===== src/rtl/lbeg_pkg.sv =====
// ----------------------------------------------------------------------------
// lbeg_pkg
// Shared types and constants of the LED brightness effect generator.
// ----------------------------------------------------------------------------
package lbeg_pkg;

  localparam int OP_W        = 3;
  localparam int RND_W       = 16;
  localparam int WLVL_W      = 7;
  localparam int LVL_W       = 8;
  localparam int PERIOD_W    = 16;
  localparam int NOW_W       = 32;
  localparam int ADDR_W      = 4;
  localparam int DATA_W      = 32;
  localparam int QUO_W       = 8;
  localparam int CNT_W       = 3;
  localparam int QUEUE_DEPTH = 2;

  localparam logic [LVL_W-1:0] LEVEL_MAX = 8'd240;
  localparam logic [LVL_W-1:0] WRITE_MAX = 8'd127;

  localparam logic KIND_TICK  = 1'b0;
  localparam logic KIND_WRITE = 1'b1;

  localparam logic [1:0] REG_MODE   = 2'd0;
  localparam logic [1:0] REG_LOW    = 2'd1;
  localparam logic [1:0] REG_HIGH   = 2'd2;
  localparam logic [1:0] REG_PERIOD = 2'd3;

  localparam logic [1:0] PH_LOW_HOLD  = 2'd0;
  localparam logic [1:0] PH_RISE      = 2'd1;
  localparam logic [1:0] PH_HIGH_HOLD = 2'd2;
  localparam logic [1:0] PH_FALL      = 2'd3;

  // phase length: base plus sample mod jitter
  localparam logic [10:0] BASE_LONG   = 11'd1000;
  localparam logic [10:0] BASE_SHORT  = 11'd500;
  localparam logic [13:0] JIT_LONG    = 14'd10000;
  localparam logic [13:0] JIT_SHORT   = 14'd1000;
  // floor(x / jitter) == (x * RECIP) >> SHIFT for any 16-bit x
  localparam logic [16:0] RECIP_LONG  = 17'd107375;
  localparam int          SHIFT_LONG  = 30;
  localparam logic [16:0] RECIP_SHORT = 17'd67109;
  localparam int          SHIFT_SHORT = 26;
  localparam int          QM_W        = 33;

  localparam logic [LVL_W-1:0]    LOW_RST    = 8'd32;
  localparam logic [LVL_W-1:0]    HIGH_RST   = 8'd240;
  localparam logic [PERIOD_W-1:0] PERIOD_RST = 16'd200;

  typedef enum logic [1:0] {
    MODE_HOLD    = 2'd0,
    MODE_SPARKLE = 2'd1,
    MODE_RAMP    = 2'd2,
    MODE_OFF     = 2'd3
  } mode_t;

  typedef enum logic [OP_W-1:0] {
    OP_WRITE,
    OP_HOLD,
    OP_SPARKLE,
    OP_RAMP,
    OP_OFF
  } op_t;

  typedef enum logic [3:0] {
    ST_IDLE,
    ST_EXEC,
    ST_JIT1,
    ST_JIT2,
    ST_MUL,
    ST_PROD,
    ST_DIV,
    ST_LVL,
    ST_DONE
  } state_t;

  typedef struct packed {
    mode_t                mode;
    logic [LVL_W-1:0]     low;
    logic [LVL_W-1:0]     high;
    logic [PERIOD_W-1:0]  period;
  } cfg_t;

  typedef struct packed {
    logic  wr;
    mode_t mode;
  } mode_wr_t;

  typedef struct packed {
    logic full;
    logic empty;
  } fifo_stat_t;

endpackage


===== src/rtl/lbeg_if.sv =====
// ----------------------------------------------------------------------------
// lbeg_if
// Valid/ready channels of the effect generator: input items and results.
// ----------------------------------------------------------------------------
interface lbeg_in_if;
  logic        valid;
  logic        ready;
  logic        kind;
  logic [31:0] now_ms;
  logic [15:0] rand_sample;
  logic [7:0]  new_level;

  modport source (output valid, kind, now_ms, rand_sample, new_level, input ready);
  modport sink   (input valid, kind, now_ms, rand_sample, new_level, output ready);
endinterface

interface lbeg_out_if;
  logic       valid;
  logic       ready;
  logic [7:0] brightness;
  logic       level_changed;
  logic [1:0] sparkle_phase;

  modport source (output valid, brightness, level_changed, sparkle_phase, input ready);
  modport sink   (input valid, brightness, level_changed, sparkle_phase, output ready);
endinterface


===== src/rtl/lbeg_front.sv =====
// ----------------------------------------------------------------------------
// lbeg_front
// Input side: accepts beats, clamps level writes, masks the time and tags
// each item with the operation the back end must run.
// ----------------------------------------------------------------------------
module lbeg_front import lbeg_pkg::*; #(
  parameter int  TIME_WIDTH = 32,
  localparam int CMD_W      = OP_W + TIME_WIDTH + RND_W + WLVL_W
) (
  lbeg_in_if.sink          in_ch,
  input  cfg_t             cfg,
  input  fifo_stat_t       q_stat,
  output logic             push,
  output logic [CMD_W-1:0] push_data
);

  typedef struct packed {
    op_t                   op;
    logic [TIME_WIDTH-1:0] now;
    logic [RND_W-1:0]      rnd;
    logic [WLVL_W-1:0]     wlvl;
  } cmd_t;

  cmd_t        cmd;
  logic [63:0] now_wide;

  assign now_wide = {32'd0, in_ch.now_ms};

  always_comb begin
    cmd.now  = now_wide[TIME_WIDTH-1:0];
    cmd.rnd  = in_ch.rand_sample;
    cmd.wlvl = (in_ch.new_level > WRITE_MAX) ? WLVL_W'(WRITE_MAX)
                                             : in_ch.new_level[WLVL_W-1:0];
    if (in_ch.kind == KIND_WRITE) begin
      cmd.op = OP_WRITE;
    end else begin
      case (cfg.mode)
        MODE_HOLD:    cmd.op = OP_HOLD;
        MODE_SPARKLE: cmd.op = OP_SPARKLE;
        MODE_RAMP:    cmd.op = OP_RAMP;
        default:      cmd.op = OP_OFF;
      endcase
    end
  end

  assign in_ch.ready = !q_stat.full;
  assign push        = in_ch.valid && !q_stat.full;
  assign push_data   = cmd;

endmodule


===== src/rtl/lbeg_fifo.sv =====
// ----------------------------------------------------------------------------
// lbeg_fifo
// Short command queue between the front and back ends.
// ----------------------------------------------------------------------------
module lbeg_fifo import lbeg_pkg::*; #(
  parameter int  WIDTH = 8,
  parameter int  DEPTH = 2,
  localparam int PTR_W = (DEPTH > 1) ? $clog2(DEPTH) : 1,
  localparam int CW    = $clog2(DEPTH + 1)
) (
  input  logic             clk,
  input  logic             rst_n,
  input  logic             push,
  input  logic [WIDTH-1:0] push_data,
  input  logic             pop,
  output logic [WIDTH-1:0] pop_data,
  output fifo_stat_t       stat
);

  logic [WIDTH-1:0] mem_r [DEPTH];
  logic [PTR_W-1:0] wr_ptr_r, wr_ptr_nxt;
  logic [PTR_W-1:0] rd_ptr_r, rd_ptr_nxt;
  logic [CW-1:0]    cnt_r, cnt_nxt;

  function automatic logic [PTR_W-1:0] ptr_inc(input logic [PTR_W-1:0] p);
    return (p == PTR_W'(DEPTH - 1)) ? '0 : p + 1'b1;
  endfunction

  always_comb begin
    wr_ptr_nxt = push ? ptr_inc(wr_ptr_r) : wr_ptr_r;
    rd_ptr_nxt = pop  ? ptr_inc(rd_ptr_r) : rd_ptr_r;
    cnt_nxt    = cnt_r;
    if (push && !pop) begin
      cnt_nxt = cnt_r + 1'b1;
    end else if (pop && !push) begin
      cnt_nxt = cnt_r - 1'b1;
    end
  end

  always_ff @(posedge clk) begin
    if (!rst_n) begin
      wr_ptr_r <= '0;
      rd_ptr_r <= '0;
      cnt_r    <= '0;
    end else begin
      wr_ptr_r <= wr_ptr_nxt;
      rd_ptr_r <= rd_ptr_nxt;
      cnt_r    <= cnt_nxt;
    end
  end

  always_ff @(posedge clk) begin
    if (push) begin
      mem_r[wr_ptr_r] <= push_data;
    end
  end

  assign pop_data   = mem_r[rd_ptr_r];
  assign stat.full  = (cnt_r == CW'(DEPTH));
  assign stat.empty = (cnt_r == '0);

endmodule


===== src/rtl/lbeg_back.sv =====
// ----------------------------------------------------------------------------
// lbeg_back
// Effect engine: runs one queued command at a time, keeps the effect state
// and the sparkle interpolation divider, and drives the result register.
// ----------------------------------------------------------------------------
module lbeg_back import lbeg_pkg::*; #(
  parameter int  TIME_WIDTH = 32,
  localparam int CMD_W      = OP_W + TIME_WIDTH + RND_W + WLVL_W,
  localparam int PROD_W     = TIME_WIDTH + LVL_W
) (
  input  logic             clk,
  input  logic             rst_n,
  input  cfg_t             cfg,
  input  mode_wr_t         mode_wr,
  input  fifo_stat_t       q_stat,
  output logic             pop,
  input  logic [CMD_W-1:0] pop_data,
  lbeg_out_if.source       out_ch
);

  typedef struct packed {
    op_t                   op;
    logic [TIME_WIDTH-1:0] now;
    logic [RND_W-1:0]      rnd;
    logic [WLVL_W-1:0]     wlvl;
  } cmd_t;

  state_t                state_r, state_nxt;
  cmd_t                  cmd_r, cmd_nxt;
  logic [LVL_W-1:0]      before_r, before_nxt;
  logic [LVL_W-1:0]      level_r, level_nxt;
  logic [1:0]            phase_r, phase_nxt;
  logic [TIME_WIDTH-1:0] start_r, start_nxt;
  logic [TIME_WIDTH-1:0] end_r, end_nxt;
  logic [LVL_W-1:0]      from_r, from_nxt;
  logic [LVL_W-1:0]      to_r, to_nxt;
  logic [TIME_WIDTH-1:0] ramp_last_r, ramp_last_nxt;
  logic [QM_W-1:0]       qm_r, qm_nxt;
  logic [RND_W-1:0]      qj_r, qj_nxt;
  logic [TIME_WIDTH-1:0] delta_r, delta_nxt;
  logic [TIME_WIDTH-1:0] at_r, at_nxt;
  logic [PROD_W-1:0]     rem_r, rem_nxt;
  logic [PROD_W-1:0]     dvs_r, dvs_nxt;
  logic [QUO_W-1:0]      quo_r, quo_nxt;
  logic [CNT_W-1:0]      cnt_r, cnt_nxt;
  logic [LVL_W-1:0]      bright_r, bright_nxt;
  logic                  changed_r, changed_nxt;
  logic [1:0]            oph_r, oph_nxt;
  logic                  out_valid_r, out_valid_nxt;

  logic                  slot_free;
  logic                  now_gt_end;
  logic [TIME_WIDTH-1:0] delta_w;
  logic [TIME_WIDTH-1:0] at_w;
  logic [TIME_WIDTH-1:0] last_eff;
  logic [TIME_WIDTH:0]   ramp_sum;
  logic                  ramp_step;
  logic [1:0]            ph_adv;
  logic                  up;
  logic [LVL_W-1:0]      span;
  logic [LVL_W:0]        tgt;
  logic [6:0]            q7;
  logic [13:0]           jit_c;
  logic [10:0]           base_c;
  logic [RND_W-1:0]      rnd_mod;

  assign slot_free  = !out_valid_r || out_ch.ready;
  assign now_gt_end = cmd_r.now > end_r;
  assign delta_w    = end_r - start_r;
  assign at_w       = cmd_r.now - start_r;
  assign ph_adv     = phase_r + 2'd1;

  // a ramp that never ran starts from the current time
  assign last_eff  = (ramp_last_r == '0) ? cmd_r.now : ramp_last_r;
  assign ramp_sum  = {1'b0, last_eff} + (TIME_WIDTH + 1)'(cfg.period);
  assign ramp_step = !ramp_sum[TIME_WIDTH] && (cmd_r.now >= ramp_sum[TIME_WIDTH-1:0]);

  assign up   = (to_r >= from_r);
  assign span = up ? (to_r - from_r) : (from_r - to_r);

  always_comb begin
    if (phase_r == PH_LOW_HOLD) begin
      q7    = 7'(qm_r >> SHIFT_LONG);
      jit_c = JIT_LONG;
    end else begin
      q7    = 7'(qm_r >> SHIFT_SHORT);
      jit_c = JIT_SHORT;
    end
    base_c  = (phase_r == PH_HIGH_HOLD) ? BASE_SHORT : BASE_LONG;
    rnd_mod = cmd_r.rnd - qj_r;
    // falling phases round the step toward the to level
    if (up) begin
      tgt = {1'b0, from_r} + {1'b0, quo_r};
    end else begin
      tgt = {1'b0, from_r} - {1'b0, quo_r} - (LVL_W + 1)'(rem_r != '0);
    end
  end

  // next state
  always_comb begin
    state_nxt = state_r;
    case (state_r)
      ST_IDLE: begin
        if (!q_stat.empty) state_nxt = ST_EXEC;
      end
      ST_EXEC: begin
        if (cmd_r.op == OP_SPARKLE) begin
          state_nxt = now_gt_end ? ST_JIT1 : ST_MUL;
        end else begin
          state_nxt = ST_DONE;
        end
      end
      ST_JIT1: state_nxt = ST_JIT2;
      ST_JIT2: state_nxt = ST_MUL;
      ST_MUL: begin
        state_nxt = (delta_w == '0) ? ST_DONE : ST_PROD;
      end
      ST_PROD: state_nxt = ST_DIV;
      ST_DIV: begin
        if (cnt_r == '0) state_nxt = ST_LVL;
      end
      ST_LVL: state_nxt = ST_DONE;
      ST_DONE: begin
        if (slot_free) state_nxt = ST_IDLE;
      end
      default: state_nxt = ST_IDLE;
    endcase
  end

  // datapath and outputs
  always_comb begin
    pop           = 1'b0;
    cmd_nxt       = cmd_r;
    before_nxt    = before_r;
    level_nxt     = level_r;
    phase_nxt     = phase_r;
    start_nxt     = start_r;
    end_nxt       = end_r;
    from_nxt      = from_r;
    to_nxt        = to_r;
    ramp_last_nxt = ramp_last_r;
    qm_nxt        = qm_r;
    qj_nxt        = qj_r;
    delta_nxt     = delta_r;
    at_nxt        = at_r;
    rem_nxt       = rem_r;
    dvs_nxt       = dvs_r;
    quo_nxt       = quo_r;
    cnt_nxt       = cnt_r;
    bright_nxt    = bright_r;
    changed_nxt   = changed_r;
    oph_nxt       = oph_r;
    out_valid_nxt = out_valid_r && !out_ch.ready;

    case (state_r)
      ST_IDLE: begin
        if (!q_stat.empty) begin
          pop        = 1'b1;
          cmd_nxt    = pop_data;
          before_nxt = level_r;
        end
      end
      ST_EXEC: begin
        case (cmd_r.op)
          OP_WRITE: level_nxt = {1'b0, cmd_r.wlvl};
          OP_OFF:   level_nxt = '0;
          OP_RAMP: begin
            ramp_last_nxt = last_eff;
            if (ramp_step) begin
              ramp_last_nxt = ramp_sum[TIME_WIDTH-1:0];
              level_nxt     = (level_r >= LEVEL_MAX) ? '0 : level_r + 1'b1;
            end
          end
          OP_SPARKLE: begin
            if (now_gt_end) begin
              phase_nxt = ph_adv;
              start_nxt = cmd_r.now;
              case (ph_adv)
                PH_LOW_HOLD: begin
                  from_nxt = cfg.low;
                  to_nxt   = cfg.low;
                end
                PH_RISE: begin
                  from_nxt = cfg.low;
                  to_nxt   = cfg.high;
                end
                PH_HIGH_HOLD: begin
                  from_nxt = cfg.high;
                  to_nxt   = cfg.high;
                end
                default: begin
                  from_nxt = cfg.high;
                  to_nxt   = cfg.low;
                end
              endcase
              qm_nxt = QM_W'(cmd_r.rnd) *
                       QM_W'((ph_adv == PH_LOW_HOLD) ? RECIP_LONG : RECIP_SHORT);
            end
          end
          default: ;
        endcase
      end
      ST_JIT1: qj_nxt = RND_W'(q7) * RND_W'(jit_c);
      ST_JIT2: begin
        end_nxt = cmd_r.now + TIME_WIDTH'(base_c) + TIME_WIDTH'(rnd_mod);
      end
      ST_MUL: begin
        delta_nxt = delta_w;
        // saturate a time before the phase start to the phase end
        at_nxt    = (at_w > delta_w) ? delta_w : at_w;
      end
      ST_PROD: begin
        rem_nxt = PROD_W'(at_r) * PROD_W'(span);
        dvs_nxt = PROD_W'(delta_r) << (QUO_W - 1);
        quo_nxt = '0;
        cnt_nxt = CNT_W'(QUO_W - 1);
      end
      ST_DIV: begin
        if (rem_r >= dvs_r) begin
          rem_nxt        = rem_r - dvs_r;
          quo_nxt[cnt_r] = 1'b1;
        end
        dvs_nxt = dvs_r >> 1;
        cnt_nxt = cnt_r - 1'b1;
      end
      ST_LVL: begin
        level_nxt = (tgt > (LVL_W + 1)'(LEVEL_MAX)) ? LEVEL_MAX : tgt[LVL_W-1:0];
      end
      ST_DONE: begin
        if (slot_free) begin
          bright_nxt    = level_r;
          changed_nxt   = (level_r != before_r);
          oph_nxt       = phase_r;
          out_valid_nxt = 1'b1;
        end
      end
      default: ;
    endcase

    // a sparkle or ramp mode write restarts that mode's effect
    if (mode_wr.wr) begin
      if (mode_wr.mode == MODE_SPARKLE) begin
        phase_nxt = PH_FALL;
        end_nxt   = '0;
      end else if (mode_wr.mode == MODE_RAMP) begin
        ramp_last_nxt = '0;
      end
    end
  end

  always_ff @(posedge clk) begin
    if (!rst_n) begin
      state_r     <= ST_IDLE;
      out_valid_r <= 1'b0;
      level_r     <= '0;
      phase_r     <= PH_FALL;
      start_r     <= '0;
      end_r       <= '0;
      from_r      <= '0;
      to_r        <= '0;
      ramp_last_r <= '0;
    end else begin
      state_r     <= state_nxt;
      out_valid_r <= out_valid_nxt;
      level_r     <= level_nxt;
      phase_r     <= phase_nxt;
      start_r     <= start_nxt;
      end_r       <= end_nxt;
      from_r      <= from_nxt;
      to_r        <= to_nxt;
      ramp_last_r <= ramp_last_nxt;
    end
  end

  always_ff @(posedge clk) begin
    cmd_r     <= cmd_nxt;
    before_r  <= before_nxt;
    qm_r      <= qm_nxt;
    qj_r      <= qj_nxt;
    delta_r   <= delta_nxt;
    at_r      <= at_nxt;
    rem_r     <= rem_nxt;
    dvs_r     <= dvs_nxt;
    quo_r     <= quo_nxt;
    cnt_r     <= cnt_nxt;
    bright_r  <= bright_nxt;
    changed_r <= changed_nxt;
    oph_r     <= oph_nxt;
  end

  assign out_ch.valid         = out_valid_r;
  assign out_ch.brightness    = bright_r;
  assign out_ch.level_changed = changed_r;
  assign out_ch.sparkle_phase = oph_r;

endmodule


===== src/rtl/led_brightness_effect_generator.sv =====
// ----------------------------------------------------------------------------
// led_brightness_effect_generator
// One-channel LED brightness engine with hold, sparkle, ramp and off modes.
// ----------------------------------------------------------------------------
// Usage:
//   in_ch carries one item per beat: a time tick (kind 0, now_ms and
//   rand_sample) or a manual level write (kind 1, new_level). Every item
//   gives exactly one result beat on out_ch: brightness, level_changed and
//   the stored sparkle_phase.
//   Items land in a two-entry queue; the effect engine takes one at a time.
//   From queue head to result, writes and hold, off and ramp ticks pass
//   the idle, execute and done states. A sparkle tick adds the jitter
//   states when it starts a new phase, then the multiply state, and then
//   the product, divide and level states unless the phase has zero length.
//   The engine takes the next item only once it is back in idle; the
//   interpolation divider retires one quotient bit per cycle.
//   Registers (APB, one word each at 4*i): effect_mode, low_level,
//   high_level, ramp_period_ms. Write them only while the block is idle.
//   Reset loads sparkle mode, low 32, high 240, period 200 and level 0.
//   When out_ch stalls, the result register holds; the engine finishes its
//   next item and waits, and in_ch takes beats until the queue is full.
// ----------------------------------------------------------------------------
module led_brightness_effect_generator import lbeg_pkg::*; #(
  parameter int TIME_WIDTH = 32
) (
  input  logic              clk,
  input  logic              rst_n,
  lbeg_in_if.sink           in_ch,
  lbeg_out_if.source        out_ch,
  input  logic              psel,
  input  logic              penable,
  input  logic              pwrite,
  input  logic [ADDR_W-1:0] paddr,
  input  logic [DATA_W-1:0] pwdata,
  output logic [DATA_W-1:0] prdata,
  output logic              pready
);

  localparam int CMD_W = OP_W + TIME_WIDTH + RND_W + WLVL_W;

  mode_t                mode_r, mode_nxt;
  logic [LVL_W-1:0]     low_r, low_nxt;
  logic [LVL_W-1:0]     high_r, high_nxt;
  logic [PERIOD_W-1:0]  period_r, period_nxt;

  logic                 wr_en;
  logic [1:0]           reg_idx;
  cfg_t                 cfg;
  mode_wr_t             mode_wr;
  fifo_stat_t           q_stat;
  logic                 push;
  logic                 pop;
  logic [CMD_W-1:0]     push_data;
  logic [CMD_W-1:0]     pop_data;

  assign pready  = 1'b1;
  assign wr_en   = psel && penable && pwrite;
  assign reg_idx = paddr[3:2];

  always_comb begin
    mode_nxt   = mode_r;
    low_nxt    = low_r;
    high_nxt   = high_r;
    period_nxt = period_r;
    if (wr_en) begin
      case (reg_idx)
        REG_MODE:   mode_nxt   = mode_t'(pwdata[1:0]);
        REG_LOW:    low_nxt    = pwdata[LVL_W-1:0];
        REG_HIGH:   high_nxt   = pwdata[LVL_W-1:0];
        REG_PERIOD: period_nxt = pwdata[PERIOD_W-1:0];
        default: ;
      endcase
    end
  end

  always_ff @(posedge clk) begin
    if (!rst_n) begin
      mode_r   <= MODE_SPARKLE;
      low_r    <= LOW_RST;
      high_r   <= HIGH_RST;
      period_r <= PERIOD_RST;
    end else begin
      mode_r   <= mode_nxt;
      low_r    <= low_nxt;
      high_r   <= high_nxt;
      period_r <= period_nxt;
    end
  end

  always_comb begin
    case (reg_idx)
      REG_MODE:   prdata = DATA_W'(mode_r);
      REG_LOW:    prdata = DATA_W'(low_r);
      REG_HIGH:   prdata = DATA_W'(high_r);
      REG_PERIOD: prdata = DATA_W'(period_r);
      default:    prdata = '0;
    endcase
  end

  assign cfg.mode     = mode_r;
  assign cfg.low      = low_r;
  assign cfg.high     = high_r;
  assign cfg.period   = period_r;
  assign mode_wr.wr   = wr_en && (reg_idx == REG_MODE);
  assign mode_wr.mode = mode_t'(pwdata[1:0]);

  lbeg_front #(.TIME_WIDTH(TIME_WIDTH)) u_front (
    .in_ch     (in_ch),
    .cfg       (cfg),
    .q_stat    (q_stat),
    .push      (push),
    .push_data (push_data)
  );

  lbeg_fifo #(.WIDTH(CMD_W), .DEPTH(QUEUE_DEPTH)) u_fifo (
    .clk       (clk),
    .rst_n     (rst_n),
    .push      (push),
    .push_data (push_data),
    .pop       (pop),
    .pop_data  (pop_data),
    .stat      (q_stat)
  );

  lbeg_back #(.TIME_WIDTH(TIME_WIDTH)) u_back (
    .clk      (clk),
    .rst_n    (rst_n),
    .cfg      (cfg),
    .mode_wr  (mode_wr),
    .q_stat   (q_stat),
    .pop      (pop),
    .pop_data (pop_data),
    .out_ch   (out_ch)
  );

  a_bright_range: assert property (@(posedge clk) disable iff (!rst_n)
    out_ch.valid |-> (out_ch.brightness <= LEVEL_MAX))
    else $error("brightness above the level limit");

  a_queue_stat: assert property (@(posedge clk) disable iff (!rst_n)
    !(q_stat.full && q_stat.empty))
    else $error("queue reports full and empty at once");

  a_push_fills: assert property (@(posedge clk) disable iff (!rst_n)
    (push && !pop) |=> !q_stat.empty)
    else $error("queue empty after a push");

  a_pop_nonempty: assert property (@(posedge clk) disable iff (!rst_n)
    pop |-> !q_stat.empty)
    else $error("engine popped an empty queue");

endmodule


===== src/flat_wrapper.sv =====
// flat-port wrapper written by rule: the top's interface ports become plain ports
module led_brightness_effect_generator_flat import lbeg_pkg::*;
#(
  parameter int TIME_WIDTH = 32
)
  (clk, rst_n, psel, penable, pwrite, paddr, pwdata, prdata, pready, in_ch_valid, in_ch_kind, in_ch_now_ms, in_ch_rand_sample, in_ch_new_level, in_ch_ready, out_ch_valid, out_ch_brightness, out_ch_level_changed, out_ch_sparkle_phase, out_ch_ready);
  lbeg_in_if in_ch_i ();
  lbeg_out_if out_ch_i ();
  input  logic clk;
  input  logic rst_n;
  input  logic psel;
  input  logic penable;
  input  logic pwrite;
  input  logic [ADDR_W-1:0] paddr;
  input  logic [DATA_W-1:0] pwdata;
  output logic [DATA_W-1:0] prdata;
  output logic pready;
  input wire logic [$bits(in_ch_i.valid)-1:0] in_ch_valid;
  input wire logic [$bits(in_ch_i.kind)-1:0] in_ch_kind;
  input wire logic [$bits(in_ch_i.now_ms)-1:0] in_ch_now_ms;
  input wire logic [$bits(in_ch_i.rand_sample)-1:0] in_ch_rand_sample;
  input wire logic [$bits(in_ch_i.new_level)-1:0] in_ch_new_level;
  output wire logic [$bits(in_ch_i.ready)-1:0] in_ch_ready;
  output wire logic [$bits(out_ch_i.valid)-1:0] out_ch_valid;
  output wire logic [$bits(out_ch_i.brightness)-1:0] out_ch_brightness;
  output wire logic [$bits(out_ch_i.level_changed)-1:0] out_ch_level_changed;
  output wire logic [$bits(out_ch_i.sparkle_phase)-1:0] out_ch_sparkle_phase;
  input wire logic [$bits(out_ch_i.ready)-1:0] out_ch_ready;
  assign in_ch_i.valid = in_ch_valid;
  assign in_ch_i.kind = in_ch_kind;
  assign in_ch_i.now_ms = in_ch_now_ms;
  assign in_ch_i.rand_sample = in_ch_rand_sample;
  assign in_ch_i.new_level = in_ch_new_level;
  assign in_ch_ready = in_ch_i.ready;
  assign out_ch_valid = out_ch_i.valid;
  assign out_ch_brightness = out_ch_i.brightness;
  assign out_ch_level_changed = out_ch_i.level_changed;
  assign out_ch_sparkle_phase = out_ch_i.sparkle_phase;
  assign out_ch_i.ready = out_ch_ready;
  led_brightness_effect_generator #(.TIME_WIDTH(TIME_WIDTH)) u_core (.clk(clk), .rst_n(rst_n), .in_ch(in_ch_i), .out_ch(out_ch_i), .psel(psel), .penable(penable), .pwrite(pwrite), .paddr(paddr), .pwdata(pwdata), .prdata(prdata), .pready(pready));
endmodule

===== config.mk =====
export PLATFORM = sky130hd
export DESIGN_NAME = led_brightness_effect_generator_flat
export DESIGN_NICKNAME = d
export VERILOG_FILES = /design/src/rtl/lbeg_pkg.sv /design/src/rtl/lbeg_if.sv /design/src/rtl/lbeg_front.sv /design/src/rtl/lbeg_fifo.sv /design/src/rtl/lbeg_back.sv /design/src/rtl/led_brightness_effect_generator.sv /design/src/flat_wrapper.sv
export SDC_FILE = /design/constraint.sdc
export NUM_CORES = 2
export LEC_CHECK = 0
export BUFFER_PORTS_ARGS = -buffer_cell sky130_fd_sc_hd__buf_2
export CAP_MARGIN = 10
export CELL_PAD_IN_SITES_DETAIL_PLACEMENT = 1
export CELL_PAD_IN_SITES_GLOBAL_PLACEMENT = 1
export CORE_MARGIN = 2
export CORE_UTILIZATION = 55
export CTS_BUF_LIST = sky130_fd_sc_hd__clkbuf_8 sky130_fd_sc_hd__clkbuf_16
export CTS_CLUSTER_DIAMETER = 80
export DETAILED_ROUTE_END_ITERATION = 6
export HOLD_SLACK_MARGIN = 0.05
export MAX_ROUTING_LAYER = met4
export PLACE_DENSITY_LB_ADDON = 0.1
export SYNTH_ARGS = -nofsm -noshare
export SYNTH_HDL_FRONTEND = slang
export SYNTH_SLANG_ARGS = --single-unit

===== constraint.sdc =====
create_clock -name clk -period 18.11 [get_ports clk]
set_input_delay 1.811 -clock clk [delete_from_list [all_inputs] [get_ports clk]]
set_output_delay 1.811 -clock clk [all_outputs]
set_load 0.005 [all_outputs]

; ---- Word-level counts from Yosys, hierarchy flattened
; Memories as Yosys holds them, arrays and structs flattened. A register that Yosys moved wholly into a read port is not among the register bits.
; Index checks and enable logic that the tools add are counted.
[classes]
magnitude_cmp = 10
addsub = 19
n_div = 0
muxes = 58
eq_ne = 29
n_mul = 3
bitwise = 2
n_reduce_logical = 42
shifts = 0
[op_table]
columns = cell, count
row1 = 32-bit 2-to-1 mux, 11
row2 = 40-bit one-hot mux with 2 select lines, 2
row3 = 32-bit one-hot mux with 4 select lines, 1
row4 = 32-bit greater-than comparator, 2
row5 = 32-bit zero test, 2
row6 = 32-bit subtractor, 2
row7 = 8-bit 2-to-1 mux, 7
row8 = 40-bit greater-or-equal comparator, 1
row9 = 32-bit by 8-bit multiplier with 40-bit output, 1
row10 = 40-bit 2-to-1 mux, 1
row11 = 40-bit nonzero test, 1
row12 = 40-bit subtractor, 1
row13 = 4-bit one-hot mux with 9 select lines, 1
row14 = 32-bit by 16-bit adder with 33-bit output, 1
row15 = 16-bit by 17-bit multiplier with 33-bit output, 1
row16 = 32-bit by 10-bit adder with 32-bit output, 1
row17 = 32-bit by 16-bit adder with 32-bit output, 1
row18 = 32-bit greater-or-equal comparator, 1
row19 = 8-bit one-hot mux with 2 select lines, 2
row20 = 8-bit one-hot mux with 3 select lines, 1
row21 = 4-bit 2-to-1 mux, 5
row22 = 4-bit by 3-bit equality test with 1-bit output (second input constant), 4
row23 = 7-bit by 14-bit multiplier with 16-bit output, 1
row24 = 16-bit 2-to-1 mux, 1
row25 = other kinds (49), 111
[totals]
mem_bits_ro = 0
n_memories = 1
ramBits = 116
ff_bits = 388
output_inout_bits = 46
latchBits = 0
wordCells = 192
input_bits = 100
[memory_table]
columns = memory, depth, width, read_ports, rd_ports_with_merged_regs, wr, line
row1 = u_core.u_fifo.mem_r, 2, 58, 1, 1, 1, lbeg_fifo.sv:20  ; logic [WIDTH-1:0] mem_r [DEPTH];

; ---- Longest topological paths before layout
[depth]
word_depth = 11
depth_mapped = 34
depth_no_buf = 32

; ---- Hierarchy
; A second synthesis with hierarchy kept.
[hier_totals]
hier_cells = 5096
hier_area_um2 = 48801.8
[by_module_without_submodules]
columns = mod, seq_area_each_um2, cells_per_inst, area_per_inst_um2, instances
row1 = lbeg_back, 10079.7, 4643, 42169.2, 1
row2 = lbeg_fifo, 3583.4, 202, 4404.2, 1
row3 = led_brightness_effect_generator, 680.7, 185, 1747.9, 1
row4 = lbeg_front, 0.0, 66, 480.5, 1

; ---- Least setup slack after synthesis
; OpenSTA, ideal clock, no wires.
[synth_timing]
path_kind = register -> register
start = register u_core.u_back.from_r[1]
end = register u_core.u_back.rem_r[36], data pin
path_stages_with_launch = 31
path_buffers = 2
setup_time_ns = 0.271
slack_ns = 10.119
arrival_ns = 7.720
synth_period_minus_slack_ns = 7.991
required_ns = 17.839
path_cell_list = dfxtp_1 -> inv_1 -> fa_1 -> a21o_1 -> a2111oi_2 -> o21ai_1 -> buf_2 -> mux2i_1 -> o21ai_0 -> a31oi_1 -> o21ai_0 -> a21oi_1 -> xnor2_1 -> clkbuf_1 -> and2_1 -> fa_1 -> fa_1 -> fa_1 -> inv_1 -> fa_1 -> inv_1 -> ha_1 -> or3_1 -> o2111ai_1 -> nand3_1 -> or4_1 -> a41oi_1 -> o21ai_0 -> a211oi_1 -> xor2_1 -> o22ai_1
[synth_via]
elab_chain_len = 4
elab_cells_between_ends = 6
classes_between = add/sub (2) / mul (1) / order compare (1) / mux (2)
[synth_lines]
columns = item, line
row1 = start: declaration, lbeg_back.sv:35  ; logic [LVL_W-1:0] from_r, from_nxt;
row2 = start signal: assignment, lbeg_back.sv:269  ; from_r <= from_nxt;
row3 = 8-bit subtractor / 8-bit greater-or-equal comparator (equally long branches), "lbeg_back.sv:79, lbeg_back.sv:78"
row4 = 8-bit 2-to-1 mux (*), lbeg_back.sv:79  ; assign span = up ? (to_r - from_r) : (from_r - to_r);
row5 = 32-bit by 8-bit multiplier with 40-bit output (*), lbeg_back.sv:213  ; rem_nxt = PROD_W'(at_r) * PROD_W'(span);
row6 = 40-bit one-hot mux with 2 select lines (*), lbeg_back.sv:155  ; case (state_r)
row7 = via u_core.u_back.rem_nxt[36], lbeg_back.sv:42  ; logic [PROD_W-1:0] rem_r, rem_nxt;
row8 = end signal: assignment, lbeg_back.sv:282  ; rem_r <= rem_nxt;
row9 = end: declaration, lbeg_back.sv:42
; Mark *: on every way through the listed nets, which the timed path passes. The rest lies on a longest branch.
; A chain may end at the register's enable or synchronous reset.

; ---- Final worst setup path
[layout_timing]
start = register u_core.u_back.from_r[0]
end = register u_core.u_back.rem_r[39], data pin
; Same word-level chain as after synthesis.

==> summary.md <==
| Metric | Value |
|---|---|
| Mapped Area | `48130 sq um` |
| Clk_lat worst skew | `0.68 ns` |
| Seq cells post-synth | `532` |
| All-Layer GR Usage | `31.39%` |
| Largest cells by area after synthesis | `edfxtp_1 23%, fa_1 14%, ha_1 14%` |
| Status | `completed` |
| Hold Path Class | `reg -> reg` |
| 1st-iter DRT viols | `1910` |
| CTS buffer count | `59` |
| Hold buffer count at CTS | `0` |
| Setup_tns | `0 ns` |
| Slowest-stage cell, CP | `o21ai_2` |
| Initial Utilization | `55.48%` |
| CP arrival | `10.03 ns` |
| Critical-path maximum fanout | `33` |
| EDFF count, synth | `367` |
| Max Cap Viol | `0` |
| Core Region | `86750 sq um` |
| CP required | `18.49 ns` |
| Post-Synthesis Cells | `4981` |
| CTS tree | `done` |
| Hold_sp | `u_core.u_back.ramp_last_r[8]$_SDFF_PN0_` |
| Routed via count | `36663` |
| Avg Cell Area, Syn | `9.662 sq um` |
| Crit path from | `u_core.u_back.from_r[0]$_SDFFE_PN0P_` |
| Fin. Hold Viols | `0` |
| Total routed wirelength | `136300 microns` |
| Clk Tree Root Cell | `clkbuf_16` |
| Std cell rows | `108` |
| Achievable Freq | `0.1036 GHz` |
| Final HPWL DP | `105900 microns` |
| Worst-path clk slew | `0.06 ns` |
| Max-slew headroom | `21.58%` |
| Area share of the leading cell type in the synthesized netlist | `22.90%` |
| Antenna Nets Post-Route | `0` |
| Clock Sinks | `532` |
| Worst Setup Start Kind | `flip-flop` |
| Final Setup Violations | `0` |
| Pin slew with the least headroom to its limit | `1.175 ns` |
| FILL cells | `9773` |
| Post-CTS Repair Setup Buffers | `0` |
| Critical Path End Type | `flip-flop` |
| Largest net degree at the start of global routing | `76` |
| Drt via density | `5.863` |
| Routability cong. | `0.9101` |
| Post-layout util | `59.92%` |
| Hold WS | `0.4802 ns` |
| Die area | `89890 sq um` |
| Port Buffers | `110` |
| NumNets Final | `6020` |
| Initial antenna violation count | `5` |
| Synth warnings | `0` |
| RR Startpoint | `u_core.u_back.from_r[0]$_SDFFE_PN0P_` |
| Clk_skew | `0.03627 ns` |
| Unrepaired setup endpoints after global routing | `no` |
| Synth async-reset ratio | `0%` |
| Layout overhead on the synthesized area | `8.015%` |
| Die H | `299.8 microns` |
| Wire length per cell | `21.79 microns` |
| Type of the worst setup path | `reg -> reg` |
| Worst-case clock buffer depth | `3` |
| Final worst-path cycle share | `53.29%` |
| Crit-path max cell delay | `0.62 ns` |
| Yosys cell types | `88` |
| Total iterations of the first detailed-routing run | `7` |
| Drc violations | `0` |
| First-pass GRT wire length | `217900 microns` |
| Residual overflow from global routing | `0` |
| Layout cells sized above 1 | `7.833%` |
| Post-cts gate resize count | `0` |
| Vias in the first global route | `39966` |
| Crit path time final | `9.650 ns` |
| Sequential fraction of the synthesis area | `29.76%` |
| Die Width | `299.8 microns` |
| Number of H-tree levels | `2` |
| I/O pin total | `146` |
| Ys flop type | `edfxtp_1` |
| Post-synth top area cell | `edfxtp_1` |
| Fin. max-slew vios | `0` |
## per-layer routing
layer  GRT usage, %  vias to the layer above  part of all wire [%]
met2          53.13                      752                    49
met1          39.02                    18419                    43
met4          11.02                        0                   3.8
li1               -                    17211                     -
met5              -                        -                     0
met3          3.519                      281                   3.9
## critical path: cells and delay by family (launching register included)
| family | cells | cell delay (ns) |
|---|---|---|
| buffers and inverters | 7 | 1.34 |
| DFF | 1 | 0.46 |
| AOI/OAI and AO/OA | 13 | 3.43 |
| xor gates and xnor gates | 2 | 0.32 |
| and+or+nand+nor | 3 | 0.71 |
| muxes | 2 | 0.30 |
| adders and majority gates | 6 | 2.79 |
## final cells by class
| class | instances | area, sq um | share of cell area (%) |
|---|---|---|---|
| Multi-Input combinational cell | 3634 | 30780 | 59.20 |
| Timing Repair Buffer | 145 | 813.3 | 1.564 |
| Antenna cell | 4 | 10.01 | 0.01925 |
| Clock buffer | 61 | 1504 | 2.893 |
| Inverter | 673 | 2526 | 4.859 |
| Clock inverter | 49 | 586.8 | 1.129 |
| Tap cell | 1155 | 1445 | 2.780 |
| Sequential cell | 532 | 14330 | 27.56 |
## stage by stage
step                      worst slack, ns  instances  instance area (sq um)
after floorplan                     10.12       5004                  48220
after global placement              8.724       6139                  49890
after detailed placement            8.644       6139                  49890
after CTS                           8.524       6249                  51980
after global routing                7.869       6252                  51980
final                               8.460       6253                  51990
## cells in the final DEF (no fill, tap or decap), types with 92 or more instances in the layout
cell,count
buf_2,110
nor2b_1,108
inv_1,679
dfxtp_1,164
ha_1,528
and2_1,189
a21o_1,120
fa_1,347
nor2_1,250
nand2_1,388
xnor2_1,136
o21ai_0,205
edfxtp_1,367
xor2_1,92
a21oi_1,305
## Yosys cell counts (17+ instances only)
master and instances:
o211a_1 21, or3_1 24, edfxtp_1 367, nand4_1 42, and2_1 189, mux2i_1 83
nor2_1 253, dfxtp_1 165, xor2_1 93, inv_1 671, o21ai_0 206, ha_1 528
xnor2_1 141, nor2b_1 108, nand2_1 388, nand2b_1 73, clkbuf_1 128, o21a_1 39
buf_4 17, a21oi_1 306, nand3_1 75, or2_2 27, a31oi_1 30, nor3_1 49
and3_1 33, o21bai_1 28, nor4_1 32, fa_1 347, a21o_1 120, o31ai_1 21
o211ai_1 31, mux2_2 77, a211oi_1 36
## path summary, 6_finish.rpt
| kind | end | slack [ns] | depth (start not counted) |
|---|---|---|---|
| setup / recovery | u_core.u_back.rem_r[39]$_DFFE_PP_ | 8.46 | 33 |
| hold / removal | u_core.u_back.ramp_last_r[8]$_SDFF_PN0_ | 0.48 | 2 |
| setup reg to reg | u_core.u_back.rem_r[39]$_DFFE_PP_ | 8.46 | 33 |
| hold reg to reg | u_core.u_back.ramp_last_r[8]$_SDFF_PN0_ | 0.48 | 2 |
## state kept, by name, summed over array words and instances, names as in the netlist, 13 cells and up
name and flops:
u_core.u_fifo.mem_r 116, u_core.u_back.cmd_r 58, u_core.u_back.delta_r 32, u_core.u_back.start_r 32
u_core.u_back.qj_r 13, u_core.u_back.rem_r 40, u_core.u_back.dvs_r 39, u_core.u_back.end_r 32
u_core.u_back.at_r 32, u_core.period_r 16, u_core.u_back.ramp_last_r 32
## logic make-up after synthesis
group	after synthesis	synth area share, %
xor+xnor	234	4.258
buf+inv	838	6.723
flops	532	29.76
fa+ha+maj	875	28.16
simple gates	1336	13.95
other cells	2	0.01560
mux	162	3.621
compound gates	1002	13.51
Power is left out: the tool's default activity adds up to more than one toggle a clock period on the data nets, which glitch-free logic cannot reach.
